==> src/rtl/pffra_pkg.sv <==
// shared types and constants of the preferred first-fit range allocator
package pffra_pkg;

  localparam int WANT_W = 32;
  localparam int LEN_W  = 25;
  localparam int UNIT_W = 34;
  localparam int CAND_W = UNIT_W + 1;

  typedef struct packed {
    logic [WANT_W-1:0] want_start;
    logic [LEN_W-1:0]  span_length;
  } pffra_req_t;

  typedef struct packed {
    logic [UNIT_W-1:0] given_start;
    logic [UNIT_W-1:0] given_end;
    logic              rejected;
  } pffra_res_t;

  typedef enum logic [2:0] {
    ST_IDLE,
    ST_SCAN,
    ST_SCAN_END,
    ST_EVAL,
    ST_LOAD,
    ST_LOAD_WAIT,
    ST_FINISH
  } pffra_state_t;

  typedef enum logic [1:0] {
    PH_WANT,
    PH_ONE,
    PH_CAND
  } pffra_phase_t;

  typedef struct packed {
    logic load_req;
    logic set_one;
    logic clr_hit;
    logic rd_scan;
    logic rd_load;
    logic update;
    logic emit;
  } pffra_cmd_t;

  typedef struct packed {
    logic hit;
    logic found;
    logic res_free;
  } pffra_sts_t;

endpackage

==> src/rtl/pffra_ctrl.sv <==
// controller: sequences candidate starts and table scans
module pffra_ctrl
  import pffra_pkg::*;
#(
  parameter int MAX_ENTRIES = 256,
  parameter int IDX_W       = $clog2(MAX_ENTRIES),
  parameter int CNT_W       = $clog2(MAX_ENTRIES + 1)
) (
  input  logic             clk,
  input  logic             rst,
  input  logic             req_valid,
  output logic             req_ready,
  output pffra_cmd_t       cmd,
  output logic [IDX_W-1:0] rd_addr,
  output logic [IDX_W-1:0] wr_addr,
  input  pffra_sts_t       sts
);

  pffra_state_t     state, state_next;
  pffra_phase_t     phase, phase_next;
  logic [CNT_W-1:0] count, count_next;
  logic [IDX_W-1:0] k, k_next;
  logic [IDX_W-1:0] j, j_next;
  logic [IDX_W-1:0] last_idx;
  logic [CNT_W-1:0] count_m1;
  logic             full;

  assign count_m1 = count - CNT_W'(1);
  assign last_idx = count_m1[IDX_W-1:0];
  assign full     = (count == CNT_W'(MAX_ENTRIES));
  assign wr_addr  = count[IDX_W-1:0];
  assign rd_addr  = (state == ST_LOAD) ? j : k;

  always_ff @(posedge clk) begin
    if (rst) begin
      state <= ST_IDLE;
      phase <= PH_WANT;
      count <= '0;
      k     <= '0;
      j     <= '0;
    end else begin
      state <= state_next;
      phase <= phase_next;
      count <= count_next;
      k     <= k_next;
      j     <= j_next;
    end
  end

  always_comb begin
    state_next = state;
    phase_next = phase;
    count_next = count;
    k_next     = k;
    j_next     = j;
    cmd        = '0;
    req_ready  = 1'b0;
    unique case (state)
      ST_IDLE: begin
        req_ready = 1'b1;
        if (req_valid) begin
          cmd.load_req = 1'b1;
          phase_next   = PH_WANT;
          k_next       = '0;
          if (full) begin
            state_next = ST_FINISH;
          end else if (count == '0) begin
            state_next = ST_EVAL;
          end else begin
            state_next = ST_SCAN;
          end
        end
      end
      ST_SCAN: begin
        cmd.rd_scan = 1'b1;
        if (k == last_idx) begin
          state_next = ST_SCAN_END;
        end else begin
          k_next = k + IDX_W'(1);
        end
      end
      ST_SCAN_END: begin
        state_next = ST_EVAL;
      end
      ST_EVAL: begin
        cmd.update = 1'b1;
        k_next     = '0;
        unique case (phase)
          PH_WANT: begin
            if (!sts.hit) begin
              state_next = ST_FINISH;
            end else begin
              cmd.set_one = 1'b1;
              cmd.clr_hit = 1'b1;
              phase_next  = PH_ONE;
              state_next  = ST_SCAN;
            end
          end
          PH_ONE: begin
            j_next     = '0;
            phase_next = PH_CAND;
            state_next = ST_LOAD;
          end
          PH_CAND: begin
            if (j == last_idx) begin
              state_next = ST_FINISH;
            end else begin
              j_next     = j + IDX_W'(1);
              state_next = ST_LOAD;
            end
          end
          default: state_next = ST_IDLE;
        endcase
      end
      ST_LOAD: begin
        cmd.rd_load = 1'b1;
        cmd.clr_hit = 1'b1;
        state_next  = ST_LOAD_WAIT;
      end
      ST_LOAD_WAIT: begin
        k_next     = '0;
        state_next = ST_SCAN;
      end
      ST_FINISH: begin
        if (sts.res_free) begin
          cmd.emit   = 1'b1;
          state_next = ST_IDLE;
          if (sts.found) begin
            count_next = count + CNT_W'(1);
          end
        end
      end
      default: state_next = ST_IDLE;
    endcase
  end

endmodule

==> config.mk <==
export PLATFORM = sky130hd
export DESIGN_NAME = pffra_ctrl
export DESIGN_NICKNAME = d
export VERILOG_FILES = /design/src/rtl/pffra_pkg.sv /design/src/rtl/pffra_ctrl.sv
export SDC_FILE = /design/constraint.sdc
export NUM_CORES = 1
export LEC_CHECK = 0
export BUFFER_PORTS_ARGS = -buffer_cell sky130_fd_sc_hd__buf_2
export CORE_MARGIN = 10
export CORE_UTILIZATION = 50
export DETAILED_ROUTE_END_ITERATION = 8
export PLACE_DENSITY = 0.78
export REMOVE_ABC_BUFFERS = 1
export SLEW_MARGIN = 20
export SYNTH_ARGS = -nofsm -noshare
export SYNTH_HDL_FRONTEND = slang
export SYNTH_SLANG_ARGS = --single-unit
==> constraint.sdc <==
create_clock -name clk -period 2.7 [get_ports clk]
set_input_delay 0.54 -clock clk [delete_from_list [all_inputs] [get_ports clk]]
set_output_delay 0.54 -clock clk [all_outputs]
set_load 0.02 [all_outputs]
# After elaboration in Yosys (flattened, before gate mapping)
# Cells that the tools add are included.
# Widths: inputs -> output; s select.
# totals
register_bits	30
in_bits	6
word_cells	70
# op_classes
add_sub_neg	4
eq_ne	18
muxes	31
n_reduce_logical	12
# ops
operator	n
$mux 8	4
$pmux 8 s3	1
$pmux 3 s7	1
$add 8x1->8 const B	2
$eq 8x8->1	2
$pmux 8 s2	1
$mux 3	5
$mux 2	6
$reduce_and 3->1	4
$ne 2x2->1 const B	5
$add 9x1->9 const B	1
$eq 3x3->1 const B	3
$eq 9x9->1 const B	1
$logic_not 9->1	1
$mux 1	9
$pmux 3 s3	1
$pmux 2 s2	2
$sub 8x1->8 const B	1
$eq 3x2->1 const B	2
$reduce_and 4->1	1
$reduce_bool 2->1	2
$eq 3x1->1 const B	1
$logic_not 3->1	1
$ne 3x1->1 const B	1
7 further kinds	7

# Logic depth before layout (Yosys ltp)
# logic_depth
ltp_word	5
ltp_mapped	10

# Worst setup path after synthesis
# OpenSTA, ideal clock, no wires.
# synth_timing
path_kind	register to register
from	reg count[0]
to	reg j[4]
setup_ps	130
t_arrival_ps	2284
slack_ps	286
stages_incl_launch_ff	10
n_path_buf	3
synth_period_minus_slack_ps	2414
path_cell_list	dfxtp_1 -> buf_6 -> or4_4 -> buf_6 -> or2_1 -> or3_1 -> and3_4 -> buf_6 -> a221oi_1 -> o32ai_1
# synth_between
elab_chain_len	4
# synth_lines
element	line	rtl
start, declared	pffra_ctrl.sv:21	logic [CNT_W-1:0] count, count_next;
start signal, assigned	pffra_ctrl.sv:44	count <= count_next;
$sub 8x1->8	pffra_ctrl.sv:28	assign count_m1 = count - CNT_W'(1);
$eq 8x8->1	pffra_ctrl.sv:105	if (j == last_idx) begin
$ne 2x2->1 (no line)	-	
$reduce_and 3->1 (no line)	-	
end signal, assigned	pffra_ctrl.sv:46	j <= j_next;
end, declared	pffra_ctrl.sv:23	logic [IDX_W-1:0] j, j_next;
# Every way passes these cells.
# A chain may end at the register's enable or synchronous reset.

# Worst setup path after layout
# layout_timing
from	reg count[1]
to	reg j[0]
# The elaborated chain is that of the path after synthesis.

==> metrics <==
Hold Buf Count CTS=0; WS Path Type=flop to flop; asr flop ratio synth=0; Num CTS Buffers=5; CTS Buffer Depth=2; Total Routing Usage GR=0.156; # DRC=0; Seq pwr share=0.471; cells after synthesis=between 300 and 400; Logic pwr share=0.147; initial antenna violation count=0; dpl ws=around 170 ps; share of cells above drive strength 1=0.187; Final GP Congestion=between 0.8 and 0.9; Iter 0 DRT Violations=202; total die area=approximately 8000 um2; post-synthesis sequential area ratio=0.242; Placed Instances=about 400; Lkg Pwr=0.00106 uW; Die Span Y=roughly 90 um; Worst Hold Class=flop to flop; max-cap violation count=0; CTS H-Tree Depth=2; Final Util=0.567; final hold viol count=0; Setup Viol. Count Final=0; clock sink count=30; worst hold start=k[6]$_SDFFE_PP0P_; post-synth design cell area=between 2000 and 2500 um2; CTS clk-pin slew, worst paths=around 70 ps; commonest non-fill, non-tap cells in the layout=nand2_1 (33), dfxtp_1 (30), buf_2 (29), nor2_1 (27), a21oi_1 (17); via count=roughly 2400; final non-filler cell total=404; CTS tree=yes; Tmin final=roughly 2500 ps; Post-Route WL=roughly 6.3 mm; fmax=approximately 400 MHz; R2R depth=8; Worst slew margin=0.525; filler instances=~450; Netlist cell types=61; GRT overflow=0; dominant synthesized flop cell=dfxtp_1; Pwr Density=about 370 nW/um2; worst vdd ir=roughly 270 uV; worst reg2reg startpoint=count[1]$_SDFFE_PP0P_; Clock Tree Root=clkbuf_8; most common cell after layout, fill and taps aside=nand2_1; CP endpoint kind=flop; CP startpoint kind=flop; routed length per instance=15.6 um; Clock Skew=around 6.4 ps; Net count, final=between 300 and 400; P_int=between 700 and 800 uW; Layout area overhead=8.57%; router iterations before antenna repair=4; worst setup margin=189 ps; Rows=25; Worst Path Arrival=around 2700 ps; largest net degree at the start of global routing=30; RR Endpoint=j[0]$_SDFFE_PP0P_; worst-skew pair later-pin latency=between 200 and 300 ps; # IOs=30; core area=4750 um2; Final Cycle Share=0.930; post-route ant nets=0; placed wire-length estimate=4.66 mm; hold worst-path end=k[6]$_SDFFE_PP0P_; number of global-route vias before repair=2245; YS warnings=0; Sw Ratio=0.281; Seq cells post-synth=30; Cell Area, Placed=2590 um2; Port Buffer Count=29; switching pwr=277 uW; Slew Limit Fails=0; Initial Utilization=0.522; Slew @ Worst Pin=between 700 and 800 ps; Min Hold Slack=about 530 ps; Worst R2R Setup Slack=approximately 190 ps; Avg Inst Size Synth=about 7.7 um2; Clk pwr share=0.382; chip width=roughly 90 um; ANT cells=0; status=complete, no violations; CP Data Required Time=a little under 3000 ps; Final Cell Area=approximately 2700 um2; worst hold path cell count=2; Worst Path Max Fanout=7; first-pass GRT wire length=10.9 mm; Via density=between 5 and 6; EDFF count, synth=0
logic make-up (layout without fill, tap and decap cells):
group | count (synthesis) | in the layout | synth area share
muxes | 15 | 15 | 0.0635
AOI/OAI and AO/OA | 65 | 65 | 0.185
and+or+nand+nor | 134 | 134 | 0.293
DFF | 30 | 30 | 0.242
adders and majority gates | 8 | 8 | 0.0403
buffers and inverters | 48 | 62 | 0.0948
xor gates and xnor gates | 23 | 23 | 0.0812
cell type report:
| class | instances | area (um2) | share of cell area |
|---|---|---|---|
| multi-input combinational | 245 | 1650 | 0.612 |
| sequential | 30 | 601 | 0.223 |
| timing repair buffer | 37 | 205 | 0.0762 |
| clock buffer | 7 | 86.3 | 0.0320 |
| tap | 67 | 83.8 | 0.0311 |
| inverter | 17 | 63.8 | 0.0237 |
| clock inverter | 1 | 5.00 | 0.00186 |
per-layer routing:
metal / global-route usage / wire, um
met2: 0.246 / 2980
met4: 0.0637 / 124
met1: 0.201 / 2860
met3: 0.0316 / 353
met5: 0 / 0
timing repair:
item	CTS	global route
setup endpoints to repair	0	6
hold endpoints to repair	0	0
gates resized for setup	0	1
buffers inserted	0	1
cells in the mapped netlist (9+ instances only):
library cell	count	area share
a21oi_1	17	0.034
nor3_1	11	0.022
nor2_1	27	0.041
or3_1	9	0.023
xnor2_1	9	0.032
clkbuf_1	17	0.026
o21ai_0	9	0.018
xor2_1	14	0.049
inv_1	16	0.024
mux2i_1	9	0.036
nand3_1	10	0.020
dfxtp_1	30	0.24
nand2_1	33	0.050
how the worst max path moves through the flow:
stage                        end                  start  cells after the start
2_1_floorplan  j[0]$_SDFFE_PP0P_  count[0]$_SDFFE_PP0P_                      8
3_3_place_gp   j[0]$_SDFFE_PP0P_  count[1]$_SDFFE_PP0P_                      8
3_5_place_dp   j[0]$_SDFFE_PP0P_  count[1]$_SDFFE_PP0P_                      8
4_1_cts        j[0]$_SDFFE_PP0P_  count[1]$_SDFFE_PP0P_                      8
5_1_grt        j[0]$_SDFFE_PP0P_  count[1]$_SDFFE_PP0P_                      8
6_report       j[0]$_SDFFE_PP0P_  count[1]$_SDFFE_PP0P_                      8
stage by stage:
step	setup TNS [ps]	total power, uW
after CTS	0	992
after floorplan	0	566
after global routing	-1.15	1030
final	0	985
after detailed placement	0	618
after global placement	0	614
sequential cells by signal, summed over array words and instances, names as in the netlist:
| name | count |
|---|---|
| state | 3 |
| phase | 2 |
| count | 9 |
| j | 8 |
| k | 8 |
critical path, cell delays in order, from the launching register on:
cell       delay (ps)
dfxtp_1           350
inv_1             100
ha_1              220
or4b_4            520
o21a_1            200
a2111oi_2         310
nand3_1           210
o21ai_4           310
mux2i_1           220
power groups by stage:
stage                     clock network, uW  registers [uW]  logic [uW]
final                                   376             464         145
after global routing                    401             465         163
after CTS                               384             463         145
after detailed placement                  0             473         145
after global placement                    0             473         141
after floorplan                           0             473        93.1
Note: power is estimated with default switching activity, not from simulation.
